`config.mk`:
```
export PLATFORM = sky130hd
export DESIGN_NAME = psbb_ctrl
export DESIGN_NICKNAME = d
export VERILOG_FILES = /design/src/rtl/psbb_pkg.sv /design/src/rtl/psbb_ctrl.sv
export SDC_FILE = /design/constraint.sdc
export NUM_CORES = 1
export LEC_CHECK = 0
export ABC_AREA = 1
export ABC_CLOCK_PERIOD_IN_PS = 1300
export BUFFER_PORTS_ARGS = -buffer_cell sky130_fd_sc_hd__buf_2
export CAP_MARGIN = 25
export CORE_AREA = 2 2 39 41
export DETAILED_ROUTE_END_ITERATION = 8
export DIE_AREA = 0 0 41 43
export RECOVER_POWER = 50
export SYNTH_ARGS = -nofsm -noshare
export SYNTH_HDL_FRONTEND = slang
export SYNTH_SLANG_ARGS = --single-unit
export TNS_END_PERCENT = 10
```
`constraint.sdc`:
```
create_clock -name clk -period 1.3 [get_ports clk]
set_input_delay 0.26 -clock clk [delete_from_list [all_inputs] [get_ports clk]]
set_output_delay 0.26 -clock clk [all_outputs]
set_load 0.05 [all_outputs]
```
`src/rtl/psbb_pkg.sv`:
```
`timescale 1ns / 1ps
// ----------------------------------------------------------------------------
// psbb_pkg: shared types and constants for the per-site burst breaker
// Register indexes, halt reasons, controller states and the command/status
// structs that join the controller and the datapath.
// ----------------------------------------------------------------------------
package psbb_pkg;

  localparam int unsigned TABLE_SLOTS_DEF = 4096;

  localparam logic [2:0] CFG_MODE_UNSAFE  = 3'd0;
  localparam logic [2:0] CFG_FEATURE_MASK = 3'd1;
  localparam logic [2:0] CFG_SUBSYS_MASK  = 3'd2;
  localparam logic [2:0] CFG_BURST_LIMIT  = 3'd3;
  localparam logic [2:0] CFG_WINDOW_LEN   = 3'd4;

  localparam logic [31:0] BURST_LIMIT_RST = 32'd10000;
  localparam logic [31:0] WINDOW_LEN_RST  = 32'd1000;
  localparam logic [9:0]  SUMMARY_MASK    = 10'h3FF;

  typedef enum logic [2:0] {
    RSN_NONE   = 3'd0,
    RSN_POLICY = 3'd1,
    RSN_ZERO   = 3'd2,
    RSN_FULL   = 3'd3,
    RSN_BREAK  = 3'd4
  } reason_t;

  typedef enum logic [2:0] {
    ST_CLEAR,
    ST_IDLE,
    ST_READ,
    ST_PROBE,
    ST_UPDATE,
    ST_OUT
  } state_t;

  typedef struct packed {
    logic clear_step;  // write one empty row during the clearing pass
    logic load;        // capture a word, set first probe address
    logic read;        // issue memory read at probe address
    logic advance;     // step probe address
    logic early_halt;  // finish with policy or zero-key halt
    logic full_halt;   // finish with table-full halt
    logic update;      // write slot and finish with hit result
  } cmd_t;

  typedef struct packed {
    logic clear_done;
    logic early;       // captured word halts before lookup
    logic hit;         // read slot matches or is empty
    logic last_probe;  // all slots probed
  } sts_t;

endpackage

```
`src/rtl/psbb_ctrl.sv`:
```
`timescale 1ns / 1ps
// ----------------------------------------------------------------------------
// psbb_ctrl: controller for the per-site burst breaker
// Sequences the clearing pass, the probe walk and the result handoff.
// ----------------------------------------------------------------------------
module psbb_ctrl (
  input  logic             clk,
  input  logic             rst_n,
  input  logic             in_valid,
  output logic             in_stall,
  input  logic             out_stall,
  output logic             out_valid,
  input  psbb_pkg::sts_t   sts,
  output psbb_pkg::cmd_t   cmd
);

  psbb_pkg::state_t state_r, state_nxt;

  always_ff @(posedge clk) begin
    if (!rst_n) begin
      state_r <= psbb_pkg::ST_CLEAR;
    end else begin
      state_r <= state_nxt;
    end
  end

  always_comb begin
    state_nxt = state_r;
    case (state_r)
      psbb_pkg::ST_CLEAR: if (sts.clear_done) state_nxt = psbb_pkg::ST_IDLE;
      psbb_pkg::ST_IDLE: if (in_valid) state_nxt = psbb_pkg::ST_READ;
      psbb_pkg::ST_READ: begin
        if (sts.early) state_nxt = psbb_pkg::ST_OUT;
        else state_nxt = psbb_pkg::ST_PROBE;
      end
      psbb_pkg::ST_PROBE: begin
        if (sts.hit) state_nxt = psbb_pkg::ST_UPDATE;
        else if (sts.last_probe) state_nxt = psbb_pkg::ST_OUT;
      end
      psbb_pkg::ST_UPDATE: state_nxt = psbb_pkg::ST_OUT;
      psbb_pkg::ST_OUT: if (!out_stall) state_nxt = psbb_pkg::ST_IDLE;
      default: state_nxt = psbb_pkg::ST_CLEAR;
    endcase
  end

  always_comb begin
    cmd       = '0;
    in_stall  = 1'b1;
    out_valid = 1'b0;
    case (state_r)
      psbb_pkg::ST_CLEAR: cmd.clear_step = 1'b1;
      psbb_pkg::ST_IDLE: begin
        in_stall = 1'b0;
        cmd.load = in_valid;
      end
      psbb_pkg::ST_READ: begin
        cmd.early_halt = sts.early;
        cmd.read       = !sts.early;
      end
      psbb_pkg::ST_PROBE: begin
        if (sts.hit) begin
          cmd.update = 1'b1;
        end else if (sts.last_probe) begin
          cmd.full_halt = 1'b1;
        end else begin
          cmd.advance = 1'b1;
          cmd.read    = 1'b1;
        end
      end
      psbb_pkg::ST_OUT: out_valid = 1'b1;
      default: ;
    endcase
  end

  a_accept_only_idle: assert property (@(posedge clk) disable iff (!rst_n)
    !in_stall |-> state_r == psbb_pkg::ST_IDLE)
    else $error("input taken outside idle");
  a_out_holds: assert property (@(posedge clk) disable iff (!rst_n)
    out_valid && out_stall |=> out_valid)
    else $error("result dropped while stalled");
  a_one_finish: assert property (@(posedge clk) disable iff (!rst_n)
    $countones({cmd.early_halt, cmd.full_halt, cmd.update}) <= 1)
    else $error("two finish commands");

endmodule

```
==> flow_summary_export.csv <==
group,metric,value,unit
synth,synth_area,292,um^2
cells_and_area,largest_reg_flops,3,
synth,synth_edf_count,0,
pwr,power_density,2170,mW/mm^2
global_route,grt_pass1_vias,379,
sta,holdWs,0.265,ns
global_route,grt_antenna_before_repair,0,
cells_and_area,final_common_cell,"buf_4",
worst_hold_path,min-delay-start,"rst_n",
cells_and_area,top_regs,"state_r: 3 flops",
setup_path,worstPathArrival,1.11,ns
pwr,ir_drop,0.000885,V
setup_path,path_class,"reg -> out",
clocking,cts_root_buf,"clkbuf_4",
global_route,gr-usage-all-layers,0.111,
cells_and_area,mostFrequentLayoutCells,"10 x buf_4, 9 x nand2_1, 7 x buf_2",
setup_path,cp.required,1.04,ns
global_route,grt_max_degree,9,
cells_and_area,syn_to_final_growth,123,%
clocking,cts_buffers,3,
synth,synthArstFlopShare,0,
clocking,clockBufferDepth,2,
sta,slew_headroom,0.847,
floorplan,row_count,14,
placement,hpwl,689,um
synth,ys_types,18,
placement,pre_cts_ws,-0.0567,ns
drt,avgViaCountPerCell,4.26,
cells_and_area,fin_nets,89,
run_status,violations,"setup timing",
sta,final_max_slew_viol_count,0,
synth,ys.flop_type,"dfxtp_1",
setup_path,start_kind,"register",
synth,yosysSeqAreaShare,0.206,
run_status,status,"complete, but fails checks",
placement,place.gp.congestion,0.806,
cells_and_area,regMostFlops,"state_r",
drt,drt_iter0_markers,10,
synth,synth_nets,58,
cells_and_area,postLayoutCellArea,649,um^2
drt,final_antenna_net_count,0,
drt,wl,829,um
sta,hold_viol_final,0,
floorplan,fp.coreArea,0.00138,mm^2
floorplan,die_area,0.00176,mm^2
floorplan,die_h,43,um
worst_hold_path,hold_class,"in -> reg",
synth,yosysTopAreaCellShare,0.206,
synth,avgSynthCellArea,5.83,um^2
clocking,clk_pin_slew,0.04,ns
pwr,power,1.41,mW
setup_path,crit_start,"state_r[1]",
sta,finalSetupTns,-0.362,ns
global_route,overflow,0,
synth,syn_inst,50,
run,drv_cap,0,
drt,drc,0,
synth,ys_top_cells_by_area,"dfxtp_1 21%, nand2_1 15%, inv_1 12%",
clocking,cts_max_level,1,
sta,period_share,1.05,
setup_path,r2r-start,"state_r[2]",
floorplan,initial_core_util,0.211,
sta,setup_violations,8,
synth,yosys.area.top_type,"dfxtp_1",
setup_path,path_max_fanout,5,
drt,drt_pre_antenna_iters,4,
clocking,cts_tree,"done",
pwr,leakage,0.333,nW
drt,num_vias,409,
cells_and_area,drive_above_1_share,0.650,
sta,worstMarginPinSlew,0.228,ns
floorplan,io_pins,17,
sta,fin_skew,0.00253,ns
clocking,clkLatencyLatePin,0.23,ns
placement,post_dp_cell_area,509,um^2
setup_path,cp-end-kind,"primary output",
drt,wl_per_cell,8.64,um
synth,yosysWarnings,0,
floorplan,die_w,41,um
sta,fmax,0.732,GHz
cells_and_area,diodes,0,
global_route,grt_pass1_wl,1360,um
sta,rsz0062_at_grt,"yes",
placement,port_buffers,16,
clocking,cts_hold_buf,0,
sta,setup_slack,-0.0660,ns
clocking,clock-sinks,3,
synth,ys_ff_latch,3,
sta,period_minus_slack,1.37,ns
## stage by stage
| step | std cells | utilization |
|---|---|---|
| 2_1_floorplan | 50 | - |
| 3_3_place_gp | 90 | 0.368 |
| 3_5_place_dp | 90 | 0.368 |
| 4_1_cts | 95 | 0.454 |
| 5_1_grt | 96 | 0.469 |
| 6_report | 96 | 0.469 |
## power breakdown
group,total [mW],internal (mW),leakage (nW),switching [mW]
sequential,0.242,0.148,0.0264,0.0936
clock,0.159,0.115,0.0150,0.0439
combinational,1.01,0.433,0.292,0.577
## cell type report
cell class              instances  area [um^2]
fillers                       148          734
multi-input cells              36          256
repair buffers                 27          238
flip-flops and latches          3         68.8
inverters                      10         40.0
clock buffers                   4         26.3
well taps                      16         20.0
## cells in the mapped netlist, types with 2 or more instances
cell type  number
dfxtp_1         3
inv_1           9
nor3_1          3
nor2_2          2
o21ai_0         2
nand2_1        12
nor2_1          7
nand3_2         2
## metal layers
metal  up-vias  GRT usage  share of wire
li1        215          -              -
met1       182      0.125           0.43
met2        12      0.178           0.52
met3         0     0.0314          0.049
met4         0     0.0600              0
met5         -          0              0
## cells by family (layout without fill, tap and decap cells)
group	count (synthesis)	in the layout	share of synthesized area
compound gates	4	4	0.0772
simple gates	32	32	0.549
buf+inv	11	41	0.167
flops	3	3	0.206
## worst max-delay path: stages (launching register included)
cell and delay [ns]:
dfxtp_2 0.33, inv_2 0.09, buf_4 0.15, nand2_4 0.07, nor2_4 0.09, buf_8 0.15
## repair_timing
action | in CTS | in global routing
pin swaps | 4 | 1
setup buffers | 1 | 1
setup endpoints to repair | 11 | 9
gates resized for setup | 30 | 4
hold endpoints to repair | 0 | 0
## final timing paths
kind | to | slack (ns) | cells past startpoint
hold / removal | state_r[1] | 0.26 | 3
setup reg to reg | state_r[1] | 0.07 | 7
setup / recovery | cmd[5] | -0.07 | 5
hold reg to reg | state_r[0] | 0.69 | 4
No activity file was read; power rests on OpenSTA's default activity.
